===== src/sv/phl_pkg.sv =====
// Shared constants, types and codes of the pixelwise hinge loss block.
`timescale 1ns / 1ps
package phl_pkg;

  localparam int MAX_CLASSES   = 256;
  localparam int SCORE_BITS    = 16;
  localparam int LABEL_BITS    = 10;
  localparam int CH_BITS       = 8;
  localparam int NCH_BITS      = 9;
  localparam int HINGE_BITS    = 16;
  localparam int GRAD_BITS     = 18;
  localparam int SQ_BITS       = 2 * HINGE_BITS;
  localparam int SUM_BITS      = 48;
  localparam int CNT_BITS      = 32;
  localparam int ONE_Q8        = 256;
  localparam int QDEPTH        = 4;
  localparam int QPTR_BITS     = 2;
  localparam int DIV_STEPS     = SUM_BITS;
  localparam int DIV_CNT_BITS  = 6;
  localparam int IN_DATA_BITS  = 32;
  localparam int OUT_DATA_BITS = 152;
  localparam int CFG_ADDR_BITS = 3;
  localparam int CFG_DATA_BITS = 32;

  localparam logic [NCH_BITS-1:0] NUM_CHANNELS_RESET = 9'd32;

  // Result kinds
  localparam logic KIND_ELEM    = 1'b0;
  localparam logic KIND_SUMMARY = 1'b1;

  // Loss norms
  localparam logic MODE_L1 = 1'b0;
  localparam logic MODE_L2 = 1'b1;

  // Register indexes (word address bit 2)
  localparam logic REG_IDX_NUM_CHANNELS = 1'b0;
  localparam logic REG_IDX_NORM_MODE    = 1'b1;

  // Classified element passed from the front end to the back end
  typedef struct packed {
    logic [HINGE_BITS-1:0] hinge;
    logic                  is_label;
    logic                  lbl_ok;
    logic                  close_valid;
    logic                  close_correct;
    logic                  eob;
  } phl_elem_t;

  typedef struct packed {
    logic                start;
    logic [SUM_BITS-1:0] dividend;
    logic [CNT_BITS-1:0] divisor;
  } phl_div_req_t;

  typedef struct packed {
    logic                done;
    logic [SUM_BITS-1:0] quotient;
  } phl_div_rsp_t;

endpackage


===== src/sv/phl_front.sv =====
// Front end: accepts score requests, tracks the argmax and classifies each element.
`timescale 1ns / 1ps
module phl_front import phl_pkg::*; (
  input  logic                         clk,
  input  logic                         rst_n,
  input  logic                         in_valid,
  output logic                         in_ready,
  input  logic signed [SCORE_BITS-1:0] score,
  input  logic [LABEL_BITS-1:0]        class_label,
  input  logic                         last_channel,
  input  logic                         end_of_batch,
  input  logic [NCH_BITS-1:0]          num_channels,
  input  logic                         q_full,
  output logic                         q_push,
  output phl_elem_t                    q_elem
);

  logic [CH_BITS-1:0]           ch_r, ch_nxt;
  logic signed [SCORE_BITS-1:0] max_r, max_nxt;
  logic [CH_BITS-1:0]           cls_r, cls_nxt;

  logic [NCH_BITS-1:0]          chans;
  logic                         lbl_ok;
  logic                         is_label;
  logic signed [SCORE_BITS:0]   score_x;
  logic signed [SCORE_BITS:0]   sv;
  logic signed [SCORE_BITS+1:0] hv;
  logic                         upd;
  logic [CH_BITS-1:0]           new_cls;
  logic                         close_px;
  logic                         accept;

  assign in_ready = !q_full;
  assign accept   = in_valid && !q_full;

  // Clamp the class count and test the label against it
  always_comb begin
    chans    = (num_channels > NCH_BITS'(MAX_CLASSES)) ? NCH_BITS'(MAX_CLASSES) : num_channels;
    lbl_ok   = !class_label[LABEL_BITS-1] && (class_label[NCH_BITS-1:0] < chans);
    is_label = class_label[NCH_BITS-1:0] == {1'b0, ch_r};
  end

  // Hinge of the element, with the label score negated
  always_comb begin
    score_x = {score[SCORE_BITS-1], score};
    sv      = is_label ? -score_x : score_x;
    hv      = (SCORE_BITS+2)'(sv) + (SCORE_BITS+2)'(ONE_Q8);
  end

  // First maximum of the pixel; the first channel always loads it
  always_comb begin
    upd      = (ch_r == '0) || (score > max_r);
    new_cls  = upd ? ch_r : cls_r;
    close_px = last_channel || end_of_batch;
    max_nxt  = max_r;
    cls_nxt  = cls_r;
    ch_nxt   = ch_r;
    if (accept) begin
      max_nxt = upd ? score : max_r;
      cls_nxt = new_cls;
      ch_nxt  = close_px ? '0 : ch_r + 1'b1;
    end
  end

  always_comb begin
    q_push               = accept;
    q_elem.hinge         = (!lbl_ok || hv[SCORE_BITS+1]) ? '0 : hv[HINGE_BITS-1:0];
    q_elem.is_label      = is_label;
    q_elem.lbl_ok        = lbl_ok;
    q_elem.close_valid   = close_px && lbl_ok;
    q_elem.close_correct = close_px && lbl_ok &&
                           ({1'b0, new_cls} == class_label[NCH_BITS-1:0]);
    q_elem.eob           = end_of_batch;
  end

  always_ff @(posedge clk) begin
    if (!rst_n) begin
      ch_r  <= '0;
      max_r <= '0;
      cls_r <= '0;
    end else begin
      ch_r  <= ch_nxt;
      max_r <= max_nxt;
      cls_r <= cls_nxt;
    end
  end

endmodule


===== src/sv/phl_fifo.sv =====
// Short queue of classified elements between the front and back ends.
`timescale 1ns / 1ps
module phl_fifo import phl_pkg::*; (
  input  logic      clk,
  input  logic      rst_n,
  input  logic      push,
  input  phl_elem_t din,
  output logic      full,
  input  logic      pop,
  output phl_elem_t dout,
  output logic      empty
);

  phl_elem_t            slots_r [QDEPTH];
  logic [QPTR_BITS-1:0] wr_ptr_r, rd_ptr_r;
  logic [QPTR_BITS:0]   count_r, count_nxt;

  assign full  = count_r == (QPTR_BITS+1)'(QDEPTH);
  assign empty = count_r == '0;
  assign dout  = slots_r[rd_ptr_r];

  always_comb begin
    case ({push, pop})
      2'b10:   count_nxt = count_r + 1'b1;
      2'b01:   count_nxt = count_r - 1'b1;
      default: count_nxt = count_r;
    endcase
  end

  // Store the entry at the write pointer
  always_ff @(posedge clk) begin
    if (push) begin
      slots_r[wr_ptr_r] <= din;
    end
  end

  always_ff @(posedge clk) begin
    if (!rst_n) begin
      wr_ptr_r <= '0;
      rd_ptr_r <= '0;
      count_r  <= '0;
    end else begin
      if (push) begin
        wr_ptr_r <= wr_ptr_r + 1'b1;
      end
      if (pop) begin
        rd_ptr_r <= rd_ptr_r + 1'b1;
      end
      count_r <= count_nxt;
    end
  end

endmodule


===== src/sv/phl_div.sv =====
// Restoring divider for the batch mean: one quotient bit per cycle.
`timescale 1ns / 1ps
module phl_div import phl_pkg::*; (
  input  logic         clk,
  input  logic         rst_n,
  input  phl_div_req_t req,
  output phl_div_rsp_t rsp
);

  logic                    busy_r;
  logic                    done_r;
  logic [DIV_CNT_BITS-1:0] cnt_r;
  logic [SUM_BITS-1:0]     dq_r;
  logic [CNT_BITS-1:0]     rem_r;
  logic [CNT_BITS-1:0]     dsr_r;

  logic [CNT_BITS:0]       trial;
  logic [CNT_BITS:0]       diff;
  logic                    ge;

  // Shift in the next dividend bit and subtract where the divisor fits
  always_comb begin
    trial = {rem_r, dq_r[SUM_BITS-1]};
    diff  = trial - {1'b0, dsr_r};
    ge    = trial >= {1'b0, dsr_r};
  end

  assign rsp.done     = done_r;
  assign rsp.quotient = dq_r;

  always_ff @(posedge clk) begin
    if (req.start) begin
      dq_r  <= req.dividend;
      rem_r <= '0;
      dsr_r <= req.divisor;
    end else if (busy_r) begin
      dq_r  <= {dq_r[SUM_BITS-2:0], ge};
      rem_r <= ge ? diff[CNT_BITS-1:0] : trial[CNT_BITS-1:0];
    end
  end

  always_ff @(posedge clk) begin
    if (!rst_n) begin
      busy_r <= 1'b0;
      done_r <= 1'b0;
      cnt_r  <= '0;
    end else begin
      done_r <= busy_r && !req.start && (cnt_r == DIV_CNT_BITS'(DIV_STEPS - 1));
      if (req.start) begin
        busy_r <= 1'b1;
        cnt_r  <= '0;
      end else if (busy_r) begin
        cnt_r <= cnt_r + 1'b1;
        if (cnt_r == DIV_CNT_BITS'(DIV_STEPS - 1)) begin
          busy_r <= 1'b0;
        end
      end
    end
  end

endmodule


===== src/sv/phl_back.sv =====
// Back end: squares, gradients, batch accumulators, summary and output register.
`timescale 1ns / 1ps
module phl_back import phl_pkg::*; (
  input  logic                        clk,
  input  logic                        rst_n,
  input  logic                        norm_mode,
  input  logic                        q_empty,
  input  phl_elem_t                   q_elem,
  output logic                        q_pop,
  output phl_div_req_t                div_req,
  input  phl_div_rsp_t                div_rsp,
  output logic                        out_valid,
  input  logic                        out_ready,
  output logic                        result_kind,
  output logic [HINGE_BITS-1:0]       hinge_value,
  output logic signed [GRAD_BITS-1:0] gradient_value,
  output logic [SUM_BITS-1:0]         mean_loss,
  output logic [CNT_BITS-1:0]         valid_pixels,
  output logic [CNT_BITS-1:0]         correct_pixels,
  output logic                        last
);

  typedef enum logic [1:0] {ST_RUN, ST_DIV, ST_SUM} state_t;

  state_t              state_r;

  // Square stage
  logic                s1_valid_r;
  phl_elem_t           s1_elem_r;
  logic [SQ_BITS-1:0]  s1_sq_r;

  // Batch accumulators
  logic [SUM_BITS-1:0] loss_r;
  logic [CNT_BITS-1:0] vcnt_r;
  logic [CNT_BITS-1:0] ccnt_r;
  logic [SUM_BITS-1:0] quot_r;

  // Output register
  logic                  out_valid_r;
  logic                  out_valid_nxt;
  logic                  kind_r;
  logic [HINGE_BITS-1:0] hinge_r;
  logic [GRAD_BITS-1:0]  grad_r;
  logic [SUM_BITS-1:0]   mean_r;
  logic [CNT_BITS-1:0]   vout_r;
  logic [CNT_BITS-1:0]   cout_r;
  logic                  last_r;

  logic                  out_free;
  logic                  s2_fire;
  logic                  s1_take;
  logic [SUM_BITS-1:0]   add_val;
  logic [SUM_BITS:0]     sum_ext;
  logic [SUM_BITS-1:0]   loss_nxt;
  logic [CNT_BITS-1:0]   vcnt_nxt;
  logic [CNT_BITS-1:0]   ccnt_nxt;
  logic [GRAD_BITS-1:0]  mag;
  logic [GRAD_BITS-1:0]  grad_val;

  assign out_free = !out_valid_r || out_ready;
  assign s2_fire  = s1_valid_r && (state_r == ST_RUN) && out_free;
  assign s1_take  = !s1_valid_r || s2_fire;
  assign q_pop    = !q_empty && s1_take;

  // Loss increment, saturating sum and counts
  always_comb begin
    add_val  = (norm_mode == MODE_L2) ? SUM_BITS'(s1_sq_r) : SUM_BITS'(s1_elem_r.hinge);
    sum_ext  = {1'b0, loss_r} + {1'b0, add_val};
    loss_nxt = sum_ext[SUM_BITS] ? '1 : sum_ext[SUM_BITS-1:0];
    vcnt_nxt = (s1_elem_r.close_valid && vcnt_r != '1) ? vcnt_r + 1'b1 : vcnt_r;
    ccnt_nxt = (s1_elem_r.close_correct && ccnt_r != '1) ? ccnt_r + 1'b1 : ccnt_r;
  end

  // Gradient: unit step in L1, twice the hinge in L2, negated on the label channel, zero on a masked label
  always_comb begin
    if (norm_mode == MODE_L2) begin
      mag = {1'b0, s1_elem_r.hinge, 1'b0};
    end else begin
      mag = (s1_elem_r.hinge != '0) ? GRAD_BITS'(ONE_Q8) : '0;
    end
    if (!s1_elem_r.lbl_ok) begin
      grad_val = '0;
    end else if (s1_elem_r.is_label) begin
      grad_val = GRAD_BITS'(0) - mag;
    end else begin
      grad_val = mag;
    end
  end

  always_comb begin
    div_req.start    = s2_fire && s1_elem_r.eob;
    div_req.dividend = loss_nxt;
    div_req.divisor  = vcnt_nxt;
  end

  // Raise valid on a new result, drop it once the result is taken
  always_comb begin
    out_valid_nxt = out_valid_r && !out_ready;
    if (s2_fire || (state_r == ST_SUM && out_free)) begin
      out_valid_nxt = 1'b1;
    end
  end

  // Square stage: take the queue head and register its square
  always_ff @(posedge clk) begin
    if (q_pop) begin
      s1_elem_r <= q_elem;
      s1_sq_r   <= q_elem.hinge * q_elem.hinge;
    end
  end

  always_ff @(posedge clk) begin
    if (!rst_n) begin
      s1_valid_r <= 1'b0;
    end else if (s1_take) begin
      s1_valid_r <= !q_empty;
    end
  end

  // State, accumulators and the output register
  always_ff @(posedge clk) begin
    if (!rst_n) begin
      state_r     <= ST_RUN;
      out_valid_r <= 1'b0;
      loss_r      <= '0;
      vcnt_r      <= '0;
      ccnt_r      <= '0;
    end else begin
      out_valid_r <= out_valid_nxt;
      case (state_r)
        ST_RUN: begin
          if (s2_fire) begin
            loss_r      <= loss_nxt;
            vcnt_r      <= vcnt_nxt;
            ccnt_r      <= ccnt_nxt;
            kind_r      <= KIND_ELEM;
            hinge_r     <= s1_elem_r.hinge;
            grad_r      <= grad_val;
            mean_r      <= '0;
            vout_r      <= '0;
            cout_r      <= '0;
            last_r      <= !s1_elem_r.eob;
            if (s1_elem_r.eob) begin
              state_r <= ST_DIV;
            end
          end
        end
        ST_DIV: begin
          if (div_rsp.done) begin
            quot_r  <= div_rsp.quotient;
            state_r <= ST_SUM;
          end
        end
        ST_SUM: begin
          if (out_free) begin
            kind_r      <= KIND_SUMMARY;
            hinge_r     <= '0;
            grad_r      <= '0;
            mean_r      <= (vcnt_r == '0) ? '0 : quot_r;
            vout_r      <= vcnt_r;
            cout_r      <= ccnt_r;
            last_r      <= 1'b1;
            loss_r      <= '0;
            vcnt_r      <= '0;
            ccnt_r      <= '0;
            state_r     <= ST_RUN;
          end
        end
        default: begin
          state_r <= ST_RUN;
        end
      endcase
    end
  end

  assign out_valid      = out_valid_r;
  assign result_kind    = kind_r;
  assign hinge_value    = hinge_r;
  assign gradient_value = grad_r;
  assign mean_loss      = mean_r;
  assign valid_pixels   = vout_r;
  assign correct_pixels = cout_r;
  assign last           = last_r;

endmodule


===== src/sv/pixelwise_hinge_loss.sv =====
// Top level of the pixelwise hinge loss block: ports, configuration and wiring.
`timescale 1ns / 1ps
// Takes one channel score per request, all channels of a pixel in a row, and
// returns one result per element, registered through the queue, the square
// stage and the output register; one element per cycle sustained while the
// output is ready and no batch summary is pending. The element that ends a
// batch gives a second result, the batch summary, after the restoring divide
// of the loss sum by the valid pixel count; the divider produces one quotient
// bit per cycle and input is queued (four entries) while it runs, so the next
// element result waits for the summary. Labels outside the active class range
// mask the pixel. Write num_channels and norm_mode only while the block is idle.
module pixelwise_hinge_loss import phl_pkg::*; (
  input  logic                     clk,
  input  logic                     rst_n,
  input  logic                     in_tvalid,
  output logic                     in_tready,
  // [15:0] score, [25:16] class_label, [31:26] zero
  input  logic [IN_DATA_BITS-1:0]  in_tdata,
  input  logic                     in_tlast,   // last_channel
  input  logic                     in_tuser,   // end_of_batch
  output logic                     out_tvalid,
  input  logic                     out_tready,
  // [15:0] hinge_value, [33:16] gradient_value, [81:34] mean_loss,
  // [113:82] valid_pixels, [145:114] correct_pixels, [151:146] zero
  output logic [OUT_DATA_BITS-1:0] out_tdata,
  output logic                     out_tlast,  // last
  output logic                     out_tuser,  // result_kind
  input  logic                     cfg_psel,
  input  logic                     cfg_penable,
  input  logic                     cfg_pwrite,
  input  logic [CFG_ADDR_BITS-1:0] cfg_paddr,
  input  logic [CFG_DATA_BITS-1:0] cfg_pwdata,
  output logic [CFG_DATA_BITS-1:0] cfg_prdata,
  output logic                     cfg_pready
);

  logic [NCH_BITS-1:0]         num_channels_r;
  logic                        norm_mode_r;
  logic                        cfg_wr;

  logic                        q_full;
  logic                        q_push;
  logic                        q_pop;
  logic                        q_empty;
  phl_elem_t                   q_in;
  phl_elem_t                   q_out;
  phl_div_req_t                div_req;
  phl_div_rsp_t                div_rsp;

  logic                        result_kind;
  logic [HINGE_BITS-1:0]       hinge_value;
  logic signed [GRAD_BITS-1:0] gradient_value;
  logic [SUM_BITS-1:0]         mean_loss;
  logic [CNT_BITS-1:0]         valid_pixels;
  logic [CNT_BITS-1:0]         correct_pixels;

  // Configuration registers
  assign cfg_pready = 1'b1;
  assign cfg_wr     = cfg_psel && cfg_penable && cfg_pwrite;

  always_ff @(posedge clk) begin
    if (!rst_n) begin
      num_channels_r <= NUM_CHANNELS_RESET;
      norm_mode_r    <= MODE_L1;
    end else if (cfg_wr) begin
      case (cfg_paddr[2])
        REG_IDX_NUM_CHANNELS: num_channels_r <= cfg_pwdata[NCH_BITS-1:0];
        REG_IDX_NORM_MODE:    norm_mode_r    <= cfg_pwdata[0];
        default: ;
      endcase
    end
  end

  always_comb begin
    case (cfg_paddr[2])
      REG_IDX_NUM_CHANNELS: cfg_prdata = CFG_DATA_BITS'(num_channels_r);
      REG_IDX_NORM_MODE:    cfg_prdata = CFG_DATA_BITS'(norm_mode_r);
      default:              cfg_prdata = '0;
    endcase
  end

  phl_front u_front (
    .clk          (clk),
    .rst_n        (rst_n),
    .in_valid     (in_tvalid),
    .in_ready     (in_tready),
    .score        (in_tdata[SCORE_BITS-1:0]),
    .class_label  (in_tdata[SCORE_BITS+LABEL_BITS-1:SCORE_BITS]),
    .last_channel (in_tlast),
    .end_of_batch (in_tuser),
    .num_channels (num_channels_r),
    .q_full       (q_full),
    .q_push       (q_push),
    .q_elem       (q_in)
  );

  phl_fifo u_fifo (
    .clk   (clk),
    .rst_n (rst_n),
    .push  (q_push),
    .din   (q_in),
    .full  (q_full),
    .pop   (q_pop),
    .dout  (q_out),
    .empty (q_empty)
  );

  phl_div u_div (
    .clk   (clk),
    .rst_n (rst_n),
    .req   (div_req),
    .rsp   (div_rsp)
  );

  phl_back u_back (
    .clk            (clk),
    .rst_n          (rst_n),
    .norm_mode      (norm_mode_r),
    .q_empty        (q_empty),
    .q_elem         (q_out),
    .q_pop          (q_pop),
    .div_req        (div_req),
    .div_rsp        (div_rsp),
    .out_valid      (out_tvalid),
    .out_ready      (out_tready),
    .result_kind    (result_kind),
    .hinge_value    (hinge_value),
    .gradient_value (gradient_value),
    .mean_loss      (mean_loss),
    .valid_pixels   (valid_pixels),
    .correct_pixels (correct_pixels),
    .last           (out_tlast)
  );

  // Pack the result fields, lowest field first
  assign out_tuser = result_kind;
  assign out_tdata = {6'b0, correct_pixels, valid_pixels, mean_loss,
                      gradient_value, hinge_value};

`ifndef NO_ASSERTIONS
  // A batch summary always closes the results of its batch
  a_summary_last: assert property (@(posedge clk) disable iff (!rst_n)
    out_tvalid && out_tuser == KIND_SUMMARY |-> out_tlast)
    else $error("batch summary without last");

  // A zero hinge never carries a gradient
  a_zero_grad: assert property (@(posedge clk) disable iff (!rst_n)
    out_tvalid && out_tuser == KIND_ELEM && out_tdata[15:0] == '0
    |-> out_tdata[33:16] == '0)
    else $error("gradient on zero hinge");

  // Correct pixels never exceed valid pixels in a summary
  a_counts: assert property (@(posedge clk) disable iff (!rst_n)
    out_tvalid && out_tuser == KIND_SUMMARY
    |-> out_tdata[145:114] <= out_tdata[113:82])
    else $error("correct count above valid count");
`endif

endmodule

===== config.mk =====
export PLATFORM = sky130hd
export DESIGN_NAME = pixelwise_hinge_loss
export DESIGN_NICKNAME = d
export VERILOG_FILES = /design/src/sv/phl_pkg.sv /design/src/sv/phl_front.sv /design/src/sv/phl_fifo.sv /design/src/sv/phl_div.sv /design/src/sv/phl_back.sv /design/src/sv/pixelwise_hinge_loss.sv
export SDC_FILE = /design/constraint.sdc
export NUM_CORES = 2
export LEC_CHECK = 0
export BUFFER_PORTS_ARGS = -buffer_cell sky130_fd_sc_hd__buf_2
export CORE_MARGIN = 1.5
export CORE_UTILIZATION = 39
export DETAILED_ROUTE_END_ITERATION = 10
export SLEW_MARGIN = 20
export SYNTH_ARGS = -nofsm -noshare
export SYNTH_HDL_FRONTEND = slang
export SYNTH_SLANG_ARGS = --single-unit

===== constraint.sdc =====
create_clock -name clk -period 10.45 [get_ports clk]
set_clock_uncertainty 0.2 [all_clocks]
set_input_delay 0.5225 -clock clk [delete_from_list [all_inputs] [get_ports clk]]
set_output_delay 0.5225 -clock clk [all_outputs]
set_load 0.02 [all_outputs]

==> metrics.md <==
| Metric | Value |
|---|---|
| DRT iter0 DRCs | `about 1800` |
| Vias | `26064` |
| CP Class | `reg -> reg` |
| Wire per inst | `17.1 µm` |
| Initial antenna violation count | `1` |
| Max stage delay on crit path | `0.69 ns` |
| Clk_lat worst skew | `between 0.6 and 0.7 ns` |
| Met3 routed WL | `approximately 3600 µm` |
| Async SR Flop Fraction | `0%` |
| Initial Util | `39.3%` |
| Distinct cells, synth | `87` |
| Worst hold slack | `0.0424 ns` |
| Final std cells w/o fill | `between 5000 and 6000` |
| RSZ-0062 raised after global routing | `false` |
| WL final | `88100 µm` |
| Run status | `complete, no violations` |
| Total GRT Usage | `between 15 and 20%` |
| Number of synthesized register bits | `617` |
| Largest net degree at the start of global routing | `82` |
| Root buffer cell | `clkbuf_16` |
| Slowest cell on crit path | `dfxtp_1` |
| CTS clk-pin slew, worst paths | `0.06 ns` |
| Fmax | `0.113 GHz` |
| Setup crit end | `u_back.s1_sq_r[31]$_DFFE_PP_` |
| Final setup viols | `0` |
| Max Slew Vio Count | `0` |
| Layout Nets | `4270` |
| Worst EP arrival | `9.13 ns` |
| Synthesized area | `37300 µm²` |
| Synthesized area per cell | `10.1 µm²` |
| DRC Markers | `0` |
| CTS tree | `built` |
| Crit Path Max Fanout | `14` |
| Yosys warns | `0` |
| Share of cells above drive strength 1 | `10.9%` |
| Sequential-to-total area share from yosys stat | `44.2%` |
| Post-CTS Setup Bufs | `0` |
| Worst R2R End | `u_back.s1_sq_r[31]$_DFFE_PP_` |
| Final hold vios | `0` |
| R2R Setup Slk | `~1.6 ns` |
| WP data required | `between 10 and 15 ns` |
| Port buffer count | `~200` |
| Top_reg_cell synth | `edfxtp_1` |
| Crit end category | `flop` |
| Slew margin rel. | `31.2%` |
| Synthesized instance count | `3672` |
| Worst r2r path cells | `26` |
| CTS buffer count | `67` |
| Placed insts | `5010` |
| Die Y | `roughly 310 µm` |
| EDFF count, synth | `410` |
| Syn-to-layout area delta | `12.0%` |
| Vias per cell | `5.06` |
| Hold_sp | `in_tdata[14]` |
| Core Region | `~95000 µm²` |
| Die Area | `~97000 µm²` |
| DPL Wire Length | `63300 µm` |
| Fill count | `9013` |
| First-pass GRT wire length | `141000 µm` |
| Worst Tran Pin Value | `1.03 ns` |
| Longest Clk Path Bufs | `3` |
| Routed Antenna Nets | `0` |
| H-tree depth | `3` |
| CP Launch Type | `flop` |
| Hold/Removal Path Class | `in -> reg` |
| Routed length on met1 | `roughly 42000 µm` |
| Top layer in use | `met4` |
| Clk sink count | `between 600 and 700` |
| Die X | `between 300 and 400 µm` |
| Place WS | `1.65 ns` |
| Wire length on met2 | `40200 µm` |
| Rows | `113` |
| 1st-pass router iterations | `5` |
| TNS Setup | `0 ns` |
| Vias in the first global route | `25689` |
| Max cap viols | `0` |
| Final min period | `slightly below 9 ns` |
| GR Overflow Total | `0` |
| Routability congestion estimate | `0.866` |
| I/O pin total | `265` |
| PnR worst setup slack | `roughly 1.6 ns` |
| Final Cycle Share | `84.7%` |
==> cell usage in the layout, fill, tap and decap left out, drive strengths merged, types with 26 or more instances in the layout <==
cell type / Yosys / routed
a21o: 56 / 56
a21oi: 224 / 224
a31oi: 27 / 27
and2: 189 / 189
and3: 31 / 31
buf: 51 / 241
clkbuf: 146 / 86
clkinv: 2 / 26
conb: 2 / 31
dfxtp: 207 / 207
edfxtp: 410 / 410
fa: 167 / 167
ha: 201 / 201
inv: 370 / 374
mux2i: 57 / 57
nand2: 358 / 358
nand3: 78 / 78
nand4: 44 / 44
nor2: 273 / 273
nor2b: 26 / 26
nor3: 42 / 42
o21ai: 185 / 185
or3: 27 / 27
xnor2: 117 / 117
xor2: 90 / 90
==> cells by family after synthesis <==
family          share of synthesized area (%)
xor+xnor                                 4.87
mux                                      3.07
fa+ha+maj                                15.7
other cells                            0.0202
flops                                    44.2
simple gates                             15.0
compound gates                           11.1
buf+inv                                  6.09
==> metal layers <==
| layer | vias up | track usage (%) |
|---|---|---|
| li1 | 12891 | - |
| met1 | 12521 | 25.0 |
| met2 | 530 | 29.2 |
| met3 | 122 | 2.23 |
| met4 | 0 | 6.08 |
| met5 | - | 0 |
==> cell usage after synthesis, types with 14 or more instances <==
cell	number	area [µm²]
nand2_1	358	1340
buf_1	15	56.3
or3_1	24	150
and3_1	31	194
a211oi_1	18	135
inv_1	370	1390
nand2b_1	15	93.8
mux4_2	14	315
buf_4	32	240
a31oi_1	27	169
and4_1	15	131
nand3_1	78	390
edfxtp_1	410	12300
nor3_1	42	210
mux2_2	23	259
xnor2_1	117	1020
mux2i_1	57	571
a21oi_1	223	1120
and2_1	187	1170
nand4_1	43	269
clkbuf_1	145	544
o21ai_0	177	886
dfxtp_1	207	4140
nor2_1	273	1020
xor2_1	90	788
fa_1	167	3340
nor4_1	15	93.8
o21a_1	19	143
o31ai_1	22	165
ha_1	201	2510
a21o_1	56	420
nor2b_1	26	163
==> flip-flops by register name (all words and copies together) (netlist names), 48 cells and up, named ones only <==
signal	flops
u_back.mean_loss	48
u_fifo.slots_r	84
u_back.quot_r	48
u_div.dq_r	48
u_back.loss_r	48
==> worst min-delay path by stage <==
stage	cells after the start	endpoint
2_1_floorplan	0	u_back.quot_r[10]$_DFFE_PP_
3_3_place_gp	0	u_back.quot_r[39]$_DFFE_PP_
3_5_place_dp	0	u_back.quot_r[32]$_DFFE_PP_
4_1_cts	3	u_front.max_r[15]$_SDFFE_PN0P_
5_1_grt	3	u_front.max_r[14]$_SDFFE_PN0P_
6_report	3	u_front.max_r[14]$_SDFFE_PN0P_
==> critical path, delay by kind of cell (launching register included) <==
family / cells / cell delay, ns
buffers and inverters: 7 / 1.14
AND/OR/NAND/NOR: 4 / 1.02
adder cells (fa/ha/maj): 7 / 3.48
AO/OA/AOI/OAI: 7 / 1.81
flip-flops: 1 / 0.69
multiplexers: 1 / 0.35
==> final cells by class <==
| class | instances | area [µm²] | area share (%) |
|---|---|---|---|
| Antenna cell | 3 | 7.51 | 0.0180 |
| Clock buffer | 86 | 1780 | 4.26 |
| Clock inverter | 37 | 384 | 0.920 |
| Inverter | 372 | 1400 | 3.35 |
| Multi-Input combinational cell | 2515 | 18700 | 44.8 |
| Sequential cell | 617 | 16500 | 39.4 |
| Tap cell | 1265 | 1580 | 3.79 |
| Timing Repair Buffer | 253 | 1430 | 3.43 |
==> repair_timing <==
action / in CTS / in global routing
endpoints found under the hold margin: 16 / 0
hold buffers: 12 / 0
resized for setup: 0 / 0
endpoints found under the setup margin: 0 / 0
==> stage by stage <==
stage / area, µm² / util, %
6_report: 41700 / 44.0
3_3_place_gp: 39400 / 41.6
3_5_place_dp: 39400 / 41.6
2_1_floorplan: 37400 / -
4_1_cts: 41700 / 44.0
5_1_grt: 41700 / 44.0
Power is not shown: default switching activity piles up to over one toggle a cycle in this logic, so the estimate is an artifact.
